File: src/sv/chol_ram.sv
// ----------------------------------------------------------------------------
// chol_ram
// Generic memory with one write port and one registered read port.
// ----------------------------------------------------------------------------
module chol_ram #(
   parameter int WIDTH = 32,
   parameter int DEPTH = 64
) (
   input  logic                     clock,
   input  logic                     wr_en,
   input  logic [$clog2(DEPTH)-1:0] wr_addr,
   input  logic [WIDTH-1:0]         wr_data,
   input  logic [$clog2(DEPTH)-1:0] rd_addr,
   output logic [WIDTH-1:0]         rd_data
);

   logic [WIDTH-1:0] mem_ff [DEPTH];
   logic [WIDTH-1:0] rd_data_ff;

   always_ff @(posedge clock) begin
      if (wr_en) begin
         mem_ff[wr_addr] <= wr_data;
      end
      rd_data_ff <= mem_ff[rd_addr];
   end

   assign rd_data = rd_data_ff;

endmodule

File: config.mk
export PLATFORM = sky130hd
export DESIGN_NAME = chol_ram
export DESIGN_NICKNAME = d
export VERILOG_FILES = /design/src/sv/chol_ram.sv
export SDC_FILE = /design/constraint.sdc
export NUM_CORES = 2
export LEC_CHECK = 0
export BUFFER_PORTS_ARGS = -buffer_cell sky130_fd_sc_hd__buf_4
export CAP_MARGIN = 20
export CORE_MARGIN = 3
export CORE_UTILIZATION = 25
export DETAILED_ROUTE_END_ITERATION = 7
export GPL_TIMING_DRIVEN = 1
export HOLD_SLACK_MARGIN = 0.05
export PLACE_DENSITY = 0.48
export SKIP_LAST_GASP = 1
export SLEW_MARGIN = 20
export SYNTH_ARGS = -nofsm -noshare
export SYNTH_HDL_FRONTEND = slang
export SYNTH_SLANG_ARGS = --single-unit
File: constraint.sdc
create_clock -name clock -period 9.75 [get_ports clock]
set_clock_uncertainty 0.15 [all_clocks]
set_input_delay 0.975 -clock clock [delete_from_list [all_inputs] [get_ports clock]]
set_output_delay 0.975 -clock clock [all_outputs]
set_load 0.01 [all_outputs]
**After elaboration in Yosys (flattened, before gate mapping)**

Memory sizes are Yosys's and may differ from the RTL's. A register that Yosys moved wholly into a read port is not among the register bits.
Cells that the tools add are included.

- Bits in registers: 0
- Output and inout bits: 32
- Memories kept: 1
- Logic and storage cells: 3
- Bits of input ports: 46
- Memory bits (writable): 2048

Memories:

| name | words | bits a word | rd ports | clocked after memory_dff | wr ports | RTL line | source |
|---|---|---|---|---|---|---|---|
| mem_ff | 64 | 32 | 1 | 1 | 1 | 17 | `logic [WIDTH-1:0] mem_ff [DEPTH];` |

- Multiplexer cells: 2

Operators with widths:

| operator | number |
|---|---|
| 1-bit 2-to-1 mux | 2 |

**Longest topological paths before layout**

- Depth in word-level cells: 2
- Depth in mapped cells: 10
- Depth with buffers taken out: 5

**Worst setup path before layout**

OpenSTA, ideal clock, no wires.

- Path type: input port to flip-flop
- Start point: input wr_addr[3]
- End point: memory mem_ff[48][0] (enable)
- Arrival: 3674 ps
- Path buffers: 1
- Required time: 9139 ps
- Slack: 5465 ps
- Library setup time: 461 ps
- Stages on the path: 4
- Path through: clkbuf_1 -> nor2b_1 -> nand4b_1 -> nor3_1

RTL lines:

| what | RTL line | source |
|---|---|---|
| from (decl) | 11 | `input logic [$clog2(DEPTH)-1:0] wr_addr,` |
| to (decl) | 17 |  |

No word-level cell before the write port.

==> results.md <==
* Result of the run: complete, no violations
* Standard-cell row count at around 210
* Total Neg Setup Slack at 0 ns
* Insertion delay of the later-clocked pin in the worst-skew pair at 0.85 ns
* Rel. slew slack at 0.316
* Min setup slack post-route at 5.89 ns
* Met3 demand-to-capacity share in global routing at 0.0230
* Overflow after GRT at 0
* Dominant cells by area after synthesis: edfxtp_1 78%, mux4_2 16%, mux2i_1 1.2%, dfxtp_1 0.82%, o22ai_1 0.67%
* DRT iter0 DRCs at 3837
* Share of final-layout standard cells stronger than drive strength 1 at 0.295
* Peak supply drop at approximately 190 uV
* GRT Overall Usage at 0.139
* Transition time at the pin with the least slew margin at ~1 ns
* Via count of the first global-routing pass at ~38000
* Met2 capacity usage during global routing at 0.230
* TritonCTS clock tree: built
* Cell types with the highest counts after synthesis: 2048 x edfxtp_1, 544 x mux4_2, 137 x nor2_1
* NumNets Final at ~3600
* Height of the die at around 570 um
* Number of buffers created by CTS at around 220
* WHS Path Cells at 2
* Biggest area consumer among synthesized cells: edfxtp_1
* Layout Area Growth over Synthesis at 16.6%
* Synth warnings at 0
* Area after DPL at approximately 85000 um2
* Pin count of the biggest net entering global routing at between 100 and 150
* Total number of vias at around 37000
* Most used standard cell by instance count after synthesis: edfxtp_1
* Post-layout total power at 18.8 mW
* Vias per cell at ~4.7
* Sinks on Clock Net at 2080
* EDFF count, synth at 2048
* Worst Path Class, Setup: in2reg
* Number of buffers inserted by port buffering at 77
* Die boundary width at between 500 and 600 um
* Sw frac at 0.216
* Sequential cell fraction of total power at 0.530
* Total count of hold-check failures in the final report at 0
* Post-Route WL at between 200000 and 250000 um
* Routed Antenna Nets at 0
* Gr busiest metal: met2
* Detail-routed net length per standard cell at 28.8 um
* Area share of the largest cell type after synthesis at 0.783
* Pleak at 27.6 nW
* Logic pwr share at 0.048
* MaxCap Viol Count at 0
* Top fanout value on the critical path at 72
* Number of antenna violations at the first check in global routing at 18
* Area of the mapped netlist at a little under 80000 um2
* Number of buffers inserted for hold repair after clock tree synthesis at 0
* Top flip-flop cell by instance count after synthesis: edfxtp_1
* Internal cell power at ~15 mW
* Final setup vio count at 0
* Placed wire-length estimate after detailed placement at about 120000 um
* Global routing usage on met1 at 0.190
* Core region area at 312000 um2
* Final Cell Area at between 90000 and 100000 um2
* Average cell area after synthesis at approximately 24 um2
* Final critical-path share of the clock period at 0.396
* Total setup buffers inserted after CTS at 0
* Number of instances in the synthesized netlist at between 3000 and 4000
* Power density of the placed cells at approximately 200 nW/um2
* Crit. End Element: register
* CP startpoint kind: input pin
* Post-layout min period at slightly below 4 ns
* Overall die area at 321000 um2
* Clock-pin slew on the worst setup and hold paths at around 0.06 ns
* Library cell used as clock root buffer: clkbuf_16
* Fill cell instance count of the final layout at around 30000
* Clk buf depth at 3
* Cells on worst reg2reg path at 4
* Number of nets produced by synthesis at around 3400
* Unrepaired setup endpoints after global routing: false
* Number of synthesized register bits at about 2100
* DRC violations left at 0
* Initial core utilization at 0.252
* Arrival time of data at the critical path endpoint at roughly 4.4 ns
* Unique cell type count in the Yosys netlist at 34
* Pins over their slew limit at 0
* Proportion of power drawn by the clock network at 0.422
* Data required time at the worst endpoint at a little over 10 ns
* DRT Pass-1 Iters at 5
* CTS H-Tree Depth at 4
* Maximum frequency from static timing analysis at 0.259 GHz
* Placement Setup Slack at just under 5 ns
* Hold Crit Class: in2reg
* Final Wtd Congestion at about 0.74
* IO Count at slightly below 80
* Switching Power at 4.05 mW
* Sequential area share after synthesis at 0.791
* Wire length of the first global-routing pass at approximately 310000 um
* Post-CTS resize count at 0
* Post-synthesis async set-or-reset flop share at 0
through the flow:
stage | hold WS [ns] | instances | utilization
global route | 0.412 | 7852 | 0.293
detailed placement | 0.569 | 7455 | 0.271
CTS | 0.379 | 7852 | 0.293
finish | 0.463 | 7857 | 0.293
floorplan | 0.513 | 3324 | -
global placement | 0.569 | 7455 | 0.271
state kept, by name, summed over array words and instances (netlist names):
register,cells
rd_data,32
mem_ff,2048
power by group through the flow:
| stage | Clock, mW | Sequential [mW] | Combinational, mW |
|---|---|---|---|
| after floorplan | 0 | 10.1 | 0.481 |
| after global placement | 0 | 10.2 | 0.926 |
| after detailed placement | 0 | 10.2 | 0.933 |
| after CTS | 8.14 | 9.97 | 0.935 |
| after global routing | 8.49 | 9.96 | 0.970 |
| final | 7.92 | 9.96 | 0.908 |
cell type report:
cell class	count	area (um2)	share of cell area
multi-input combinational	1062	16000	0.175
tap	4140	5180	0.0566
sequential	2080	62100	0.679
clock inverter	110	918	0.0100
timing repair buffer	173	1430	0.0156
clock buffer	287	5900	0.0645
antenna	5	12.5	0.000137
path summary, 6_finish.rpt:
path | start | endpoint | slack, ns
worst max register to register | mem_ff[46][7] | rd_data[7] | 7.15
worst min register to register | mem_ff[13][17] | rd_data[17] | 0.55
worst max-delay path | rd_addr[1] | rd_data[28] | 5.89
worst min-delay path | wr_addr[1] | mem_ff[48][25] | 0.46
worst max-delay path, stage by stage:
cell and delay [ns]:
buf_8 0.54, buf_4 0.54, buf_4 0.58, mux4_2 0.40
mux4_2 0.53, o22ai_1 0.58, nor2_1 0.11
cells in the final DEF (no fill, tap or decap), types with 6 or more instances in the layout:
cell type / n
clkbuf_8: 23
nor2b_1: 13
mux2i_1: 93
o22ai_1: 84
clkinv_2: 40
o221ai_1: 27
a21oi_1: 62
clkbuf_16: 216
clkinv_1: 43
clkbuf_1: 48
nor2_1: 74
buf_12: 8
clkinv_8: 6
nand2b_1: 7
dfxtp_1: 32
buf_4: 161
mux4_2: 544
a22oi_1: 12
bufinv_16: 10
nand2_1: 25
nor2_4: 62
edfxtp_1: 2048
a311oi_1: 8
cells by family after synthesis:
kind of cell / synth area share
compound gates: 0.0167
mux: 0.168
flops: 0.791
simple gates: 0.0127
buf+inv: 0.0113
metal layers:
layer	part of all wire	routed length (um)	vias to the layer above
met2	0.49	111000	1130
li1	-	-	14720
met3	0.054	12300	289
met1	0.43	97900	20443
met4	0.023	5270	4
met5	0.000062	14	-
No activity file was read; power rests on OpenSTA's default activity.
