## src/sv/chol_pkg.sv

```systemverilog
// ----------------------------------------------------------------------------
// chol_pkg
// Shared types and constants of the Cholesky factorizer.
// ----------------------------------------------------------------------------
package chol_pkg;

   localparam int DATA_W     = 32;
   localparam int ACC_W      = 64;
   localparam int ORDER_W    = 4;
   localparam int FAIL_W     = 4;
   localparam int CSR_INDEX_W = 2;
   localparam int CSR_DATA_W  = 32;

   localparam logic [CSR_INDEX_W-1:0] CSR_ORDER      = 2'd0;
   localparam logic [CSR_INDEX_W-1:0] CSR_UPPER_MODE = 2'd1;

   typedef struct packed {
      logic              start;
      logic              op_div;
      logic [ACC_W-1:0]  operand;
      logic [DATA_W-1:0] divisor;
   } unit_req_type;

   typedef struct packed {
      logic              done;
      logic [DATA_W-1:0] result;
   } unit_rsp_type;

endpackage

```

## src/sv/chol_root_div.sv

```systemverilog
// ----------------------------------------------------------------------------
// chol_root_div
// Iterative unit for the floor square root of a 64-bit value (two bits a
// cycle) and the truncating division of a 64-bit value by a positive 32-bit
// pivot (one bit a cycle), both saturated to 32 bits.
// ----------------------------------------------------------------------------
module chol_root_div (
   input  logic                  clock,
   input  logic                  reset,
   input  chol_pkg::unit_req_type req,
   output chol_pkg::unit_rsp_type rsp
);

   logic                         busy_ff;
   logic                         fin_ff;
   logic                         op_div_ff;
   logic                         neg_ff;
   logic [5:0]                   cnt_ff;
   logic [chol_pkg::ACC_W-1:0]   x_ff;
   logic [chol_pkg::ACC_W-1:0]   q_ff;
   logic [35:0]                  rem_ff;
   logic [chol_pkg::DATA_W-1:0]  den_ff;

   logic [35:0]                  sq_rem_t;
   logic [35:0]                  sq_trial;
   logic [32:0]                  dv_rem_t;
   logic [chol_pkg::DATA_W-1:0]  result;

   always_comb begin
      sq_rem_t = {rem_ff[33:0], x_ff[63:62]};
      sq_trial = {2'b00, q_ff[31:0], 2'b01};
      dv_rem_t = {rem_ff[31:0], x_ff[63]};
   end

   always_ff @(posedge clock) begin
      if (reset) begin
         busy_ff <= 1'b0;
         fin_ff  <= 1'b0;
      end else begin
         fin_ff <= 1'b0;
         if (req.start) begin
            busy_ff <= 1'b1;
         end else if (busy_ff && cnt_ff == 6'd0) begin
            busy_ff <= 1'b0;
            fin_ff  <= 1'b1;
         end
      end
   end

   always_ff @(posedge clock) begin
      if (req.start) begin
         op_div_ff <= req.op_div;
         rem_ff    <= '0;
         q_ff      <= '0;
         den_ff    <= req.divisor;
         if (req.op_div) begin
            neg_ff <= req.operand[63];
            x_ff   <= req.operand[63] ? (~req.operand + 64'd1) : req.operand;
            cnt_ff <= 6'd63;
         end else begin
            neg_ff <= 1'b0;
            x_ff   <= req.operand;
            cnt_ff <= 6'd31;
         end
      end else if (busy_ff) begin
         cnt_ff <= cnt_ff - 6'd1;
         if (op_div_ff) begin
            x_ff <= {x_ff[62:0], 1'b0};
            if (dv_rem_t >= {1'b0, den_ff}) begin
               rem_ff <= {3'b000, dv_rem_t - {1'b0, den_ff}};
               q_ff   <= {q_ff[62:0], 1'b1};
            end else begin
               rem_ff <= {3'b000, dv_rem_t};
               q_ff   <= {q_ff[62:0], 1'b0};
            end
         end else begin
            x_ff <= {x_ff[61:0], 2'b00};
            if (sq_rem_t >= sq_trial) begin
               rem_ff <= sq_rem_t - sq_trial;
               q_ff   <= {q_ff[62:0], 1'b1};
            end else begin
               rem_ff <= sq_rem_t;
               q_ff   <= {q_ff[62:0], 1'b0};
            end
         end
      end
   end

   always_comb begin
      if (!op_div_ff) begin
         result = q_ff[31] ? 32'h7FFF_FFFF : q_ff[31:0];
      end else if (!neg_ff) begin
         result = (q_ff[63:31] != '0) ? 32'h7FFF_FFFF : q_ff[31:0];
      end else if (q_ff[63:32] != '0 || (q_ff[31] && q_ff[30:0] != '0)) begin
         result = 32'h8000_0000;
      end else begin
         result = ~q_ff[31:0] + 32'd1;
      end
   end

   assign rsp.done   = fin_ff;
   assign rsp.result = result;

endmodule
```

## config.mk

```make
export PLATFORM = sky130hd
export DESIGN_NAME = chol_root_div
export DESIGN_NICKNAME = d
export VERILOG_FILES = /design/src/sv/chol_pkg.sv /design/src/sv/chol_root_div.sv
export SDC_FILE = /design/constraint.sdc
export NUM_CORES = 1
export LEC_CHECK = 0
export BUFFER_PORTS_ARGS = -buffer_cell sky130_fd_sc_hd__buf_2
export CAP_MARGIN = 10
export CORE_MARGIN = 4
export CORE_UTILIZATION = 42
export DETAILED_ROUTE_END_ITERATION = 8
export HOLD_SLACK_MARGIN = 0.06
export PLACE_DENSITY = 0.68
export SYNTH_ARGS = -nofsm -noshare
export SYNTH_HDL_FRONTEND = slang
export SYNTH_SLANG_ARGS = --single-unit
```

## constraint.sdc

```tcl
create_clock -name clock -period 3.18 [get_ports clock]
set_input_delay 0.636 -clock clock [delete_from_list [all_inputs] [get_ports clock]]
set_output_delay 0.636 -clock clock [all_outputs]
set_load 0.005 [all_outputs]
```

Yosys cells after proc, flatten, opt, wreduce, memory -nomap -nowiden

Cells that the tools add are included.

$add $sub $neg: 5
Order comparisons: 2
Muxes and demuxes: 22
Bitwise operators: 2
Reductions and logical operators: 10

Operator list:

| cell                                              | count |
|---|---|
| two-way mux 64 bit                                | 5 |
| two-way mux 32 bit                                | 4 |
| two-way mux 34 bit                                | 2 |
| adder 64 x 1 -> 64 bit (second input constant)    | 1 |
| inverter 64 bit                                   | 1 |
| >= comparator 36 x 34 -> 1 bit                    | 1 |
| subtractor 34 bit                                 | 1 |
| >= comparator 33 x 32 -> 1 bit                    | 1 |
| two-way mux 33 bit                                | 1 |
| nonzero test 33 bit                               | 1 |
| subtractor 33 x 32 -> 33 bit                      | 1 |
| adder 32 x 1 -> 32 bit (second input constant)    | 1 |
| inverter 32 bit                                   | 1 |
| nonzero test 32 bit                               | 1 |
| two-way mux 31 bit                                | 1 |
| nonzero test 31 bit                               | 1 |
| two-way mux 6 bit                                 | 3 |
| logical NOT 6 bit                                 | 1 |
| two-way mux 1 bit                                 | 6 |
| subtractor 6 x 1 -> 6 bit (second input constant) | 1 |
| nonzero test 2 bit                                | 2 |
| logical AND 1 bit                                 | 2 |
| OR reduction 2 bit                                | 1 |
| logical OR 1 bit                                  | 1 |

Bits in registers: 204
Output and inout bits: 33
Logic and storage cells: 50

Depth between registers and ports, before layout

Depth in word-level cells: 6
Depth in mapped cells: 15
Gate-level depth less buffers: 13

Worst setup path before layout

No wires, ideal clock.

Kind: reg2out
Start point: register q_ff[1] in the netlist's numbering
End point: output rsp[26] in the netlist's numbering
Arrival: 2.739 ns
Required time: 2.544 ns
Setup slack: -0.195 ns
Cell stages (with the launch flop): 13
Buffers on the path: 1
Cells stage by stage: dfxtp_1 -> inv_1 -> ha_1 -> nor3b_1 -> and4_1 -> and4_1 -> nand2_1 -> o41ai_1 -> and3_1 -> buf_2 -> o21ai_1 -> or3_1 -> o211ai_1

RTL lines:

| element                | RTL line            | source |
|---|---|---|
| start, declared        | chol_root_div.sv:20 | `logic [chol_pkg::ACC_W-1:0] q_ff;` |
| start signal, assigned | chol_root_div.sv:71 | `q_ff <= {q_ff[62:0], 1'b1};` |
| start signal, assigned | chol_root_div.sv:74 | `q_ff <= {q_ff[62:0], 1'b0};` |
| start signal, assigned | chol_root_div.sv:80 | `q_ff <= {q_ff[62:0], 1'b1};` |
| end, declared          | chol_root_div.sv:11 | `output chol_pkg::unit_rsp_type rsp` |

==> metrics.txt <==
# TYPE chip_impl_metric gauge
chip_impl_metric{name="synth_warnings",unit=""} 0
chip_impl_metric{name="dp_hpwl",unit="mm"} 32.6
chip_impl_metric{name="critical_path.max_fanout",unit=""} 5
chip_impl_metric{name="drc",unit=""} 0
chip_impl_metric{name="fin_setup_tns",unit="ns"} -17.44
chip_impl_metric{name="drv_slew",unit=""} 0
chip_impl_metric{name="grt_use_total",unit="%"} 21.6
chip_impl_metric{name="n_antenna_cell",unit=""} 0
chip_impl_metric{name="finalWirelength",unit="mm"} 44.5
chip_impl_metric{name="maxClockFrequency",unit="MHz"} 258
chip_impl_metric{name="routedWlPerCell",unit="um"} 17.2
chip_impl_metric{name="grt_pass1_vias",unit=""} 14100
chip_impl_metric{name="fin_area",unit="um^2"} 19300
chip_impl_info{name="critical_path.endpoint_type",value="primary output"} 1
chip_impl_metric{name="floorplan.io_pins",unit=""} 133
chip_impl_metric{name="synth_enable_flop_cells",unit=""} 104
chip_impl_metric{name="first_iter_violations",unit=""} 1085
chip_impl_metric{name="setup_viol_count_final",unit=""} 32
chip_impl_metric{name="ys_seq_area_share",unit="%"} 34.3
chip_impl_metric{name="worst_ir_drop_vdd",unit="V"} 0.000435
chip_impl_metric{name="worst_ep_required_time",unit="ns"} 2.54
chip_impl_metric{name="skew",unit="ns"} 0.0108
chip_impl_info{name="unrepaired_setup_endpoints_after_global_routing",value="yes"} 1
chip_impl_metric{name="syn-mean-instance-area",unit="um^2"} 8.32
chip_impl_info{name="timing.setup.critical_path_class",value="flop to primary output"} 1
chip_impl_metric{name="synth-async-reset-ratio",unit="%"} 0
chip_impl_metric{name="synth-seq-cells",unit=""} 204
chip_impl_metric{name="grt_overflow_total",unit=""} 0
chip_impl_metric{name="finalCriticalPeriod",unit="ns"} 3.88
chip_impl_metric{name="holdBufCountCts",unit=""} 0
chip_impl_metric{name="detailedRoute.firstPassIterationCount",unit=""} 5
chip_impl_info{name="timing.critical_path.from_type",value="flop"} 1
chip_impl_metric{name="clk_transition_reported_paths",unit="ns"} 0.06
chip_impl_metric{name="timing.final.crit_share",unit="%"} 122
chip_impl_metric{name="post_synth_cell_types",unit=""} 79
chip_impl_metric{name="dpl.cell_count",unit=""} 2508
chip_impl_info{name="violations",value="setup timing"} 1
chip_impl_metric{name="clk_path_buf_depth",unit=""} 3
chip_impl_info{name="clock_tree.root_cell",value="sky130_fd_sc_hd__clkbuf_16"} 1
chip_impl_metric{name="netlist_area",unit="um^2"} 14900
chip_impl_metric{name="portBuffers",unit=""} 132
chip_impl_metric{name="timing_worst_slew_pin_value",unit="ns"} 0.707
chip_impl_metric{name="critPathArrivalTime",unit="ns"} 3.24
chip_impl_metric{name="detail_route.vias_per_cell",unit=""} 5.69
chip_impl_metric{name="synthCells",unit=""} 1795
chip_impl_metric{name="synth_fp_nets",unit=""} 1965
chip_impl_metric{name="nNetsFinal",unit=""} 2278
chip_impl_metric{name="via_count",unit=""} 14700
chip_impl_info{name="class_of_the_tightest_hold_or_removal_check",value="input port to flop"} 1
chip_impl_info{name="run_status",value="complete, but fails checks"} 1
chip_impl_metric{name="initial_core_util",unit="%"} 42.9
chip_impl_metric{name="pnr_worst_setup_slack",unit="ns"} -0.699
chip_impl_metric{name="grt_max_degree",unit=""} 122
chip_impl_metric{name="reg2reg_setup_slack",unit="ns"} 0.05
chip_impl_metric{name="static-leakage-power",unit="nW"} 8.11
chip_impl_metric{name="layout-area-overhead-vs-synth",unit="%"} 29.0
chip_impl_metric{name="final-instance-count-excl-fill",unit=""} 2582
chip_impl_metric{name="tritoncts_buffer_count",unit=""} 25
chip_impl_metric{name="cts.sink_count",unit=""} 204
chip_impl_metric{name="worst_skew_pair.late_latency",unit="ns"} 0.55
chip_impl_metric{name="pwrdens",unit="nW/um^2"} 564
chip_impl_info{name="cts_tree",value="done"} 1
chip_impl_metric{name="grt_first_pass_wirelength",unit="mm"} 70.6
chip_impl_metric{name="die-height",unit="um"} 197
chip_impl_info{name="most_common_flop_cell_mapped_by_yosys",value="sky130_fd_sc_hd__edfxtp_1"} 1
chip_impl_metric{name="max_cap_violations",unit=""} 0
chip_impl_metric{name="fp-row-count",unit=""} 68
chip_impl_metric{name="hold_viol",unit=""} 0
chip_impl_metric{name="core_area",unit="um^2"} 34800
chip_impl_metric{name="clock_tree.htree_level_count",unit=""} 1
chip_impl_metric{name="detail-route-antenna-nets",unit=""} 0
chip_impl_metric{name="preCtsSetupSlack",unit="ns"} -0.416
chip_impl_metric{name="fraction_of_final_layout_cells_with_drive_strength_greater_than_1",unit="%"} 25.5
chip_impl_metric{name="floorplan.die_area",unit="um^2"} 38600
chip_impl_metric{name="gp_congestion",unit=""} 0.934
chip_impl_metric{name="grt_antenna_before_repair",unit=""} 1
chip_impl_metric{name="slew-limit-headroom",unit="%"} 52.8
chip_impl_metric{name="placed_cell_area",unit="um^2"} 17500
chip_impl_metric{name="dieWidth",unit="um"} 197
-- power by group --
group          internal, W  total, W  leakage (nW)  switching [W]
clock              0.00178   0.00295         0.412        0.00117
combinational      0.00217   0.00469          5.84        0.00252
sequential         0.00303   0.00324          1.86       0.000212
-- routing by layer --
layer / vias to the layer above / GRT usage (%) / wire length, um
li1: 7200 / - / -
met1: 6913 / 28.7 / 19200
met2: 466 / 36.7 / 21200
met3: 100 / 2.84 / 2430
met4: 2 / 7.09 / 1580
met5: - / 0 / 20
-- cell usage after synthesis (all sizes together) (11+ instances only) --
cell type  instances  share of area [%]
nand4             25                1.0
a21o              18               0.90
a21oi            100                3.4
or3               16               0.67
o21ai            195                6.5
nor4              28                1.4
a31oi             28                1.2
nand3             27               0.90
nor2             176                4.4
ha                69                5.8
nand2b            19               0.80
nand2            192                4.9
o211ai            14               0.70
o31ai             23                1.2
xnor2             76                4.5
dfxtp            100                 13
edfxtp           104                 21
o21a              11               0.55
o22ai             11               0.46
a211oi            31                1.6
inv               84                2.1
xor2              40                2.3
mux2i            130                8.7
nor3              46                1.7
buf               32               0.94
clkbuf            62                1.6
o41ai             11               0.75
-- worst paths after layout --
kind | startpoint | end | cells after the start
min reg2reg | q_ff[63] | q_ff[63] | 2
max reg2reg | q_ff[2] | rem_ff[26] | 12
min | req[4] | den_ff[4] | 1
max | q_ff[1] | rsp[17] | 14
-- placed cells by master (no fill, tap or decap), types with 27 or more instances in the layout --
cell type / netlist / routed
sky130_fd_sc_hd__buf_4: 1 / 229
sky130_fd_sc_hd__nand2_1: 190 / 187
sky130_fd_sc_hd__nor2_1: 176 / 172
sky130_fd_sc_hd__o21ai_0: 191 / 162
sky130_fd_sc_hd__mux2i_1: 130 / 130
sky130_fd_sc_hd__buf_2: 7 / 129
sky130_fd_sc_hd__edfxtp_1: 104 / 104
sky130_fd_sc_hd__a21oi_1: 100 / 90
sky130_fd_sc_hd__dfxtp_1: 100 / 89
sky130_fd_sc_hd__inv_1: 84 / 81
sky130_fd_sc_hd__xnor2_1: 76 / 76
sky130_fd_sc_hd__ha_1: 69 / 59
sky130_fd_sc_hd__xor2_1: 40 / 40
sky130_fd_sc_hd__nor3_1: 44 / 37
sky130_fd_sc_hd__nand3_1: 27 / 27
sky130_fd_sc_hd__a211oi_1: 31 / 27
-- worst max-delay path, stage by stage (launching register included) --
cell,delay [ns]
sky130_fd_sc_hd__dfxtp_2,0.33
sky130_fd_sc_hd__inv_2,0.08
sky130_fd_sc_hd__ha_4,0.13
sky130_fd_sc_hd__nor3b_4,0.19
sky130_fd_sc_hd__and4_4,0.25
sky130_fd_sc_hd__and4_4,0.25
sky130_fd_sc_hd__nand2_4,0.06
sky130_fd_sc_hd__o41ai_4,0.27
sky130_fd_sc_hd__buf_4,0.18
sky130_fd_sc_hd__and3_4,0.22
sky130_fd_sc_hd__o21ai_4,0.10
sky130_fd_sc_hd__buf_4,0.18
sky130_fd_sc_hd__o311ai_4,0.23
sky130_fd_sc_hd__buf_4,0.16
sky130_fd_sc_hd__buf_6,0.08
-- layout make-up --
type	count	area, um^2
Clock inverter	15	190
Sequential cell	204	5140
Tap cell	455	569
Inverter	85	319
Multi-Input combinational cell	1412	9740
Clock buffer	31	648
Fill cell	3186	15500
Timing Repair Buffer	380	2670
-- cells by family (layout without fill, tap and decap cells) --
| group | after synthesis | after routing | synth area share (%) |
|---|---|---|---|
| AND/OR/NAND/NOR | 587 | 587 | 18.4 |
| AO/OA/AOI/OAI | 507 | 507 | 21.0 |
| flip-flops | 204 | 204 | 34.3 |
| buffers and inverters | 179 | 511 | 4.64 |
| multiplexers | 132 | 132 | 8.86 |
| XOR/XNOR | 116 | 116 | 6.80 |
| adder cells (fa/ha/maj) | 70 | 70 | 5.91 |
-- through the flow --
stage               total power [W]  hold WS (ns)  util [%]
floorplan                   0.00589         0.461         -
CTS                          0.0106         0.232      54.0
finish                       0.0109         0.261      55.4
detailed placement          0.00743         0.484      50.4
global placement            0.00737         0.477      50.4
global route                 0.0115         0.240      55.4
-- timing repair --
item / in CTS / in global routing
setup buffers: 18 / 15
pin swaps: 22 / 49
endpoints found under the setup margin: 63 / 67
resized for setup: 83 / 97
-- state kept, by name, indices dropped and copies added, names as in the netlist --
name and cells:
busy_ff 1, cnt_ff 6, den_ff 32, fin_ff 1, neg_ff 1, op_div_ff 1, q_ff 64, rem_ff 34
x_ff 64
No activity file was read; power rests on OpenSTA's default activity.
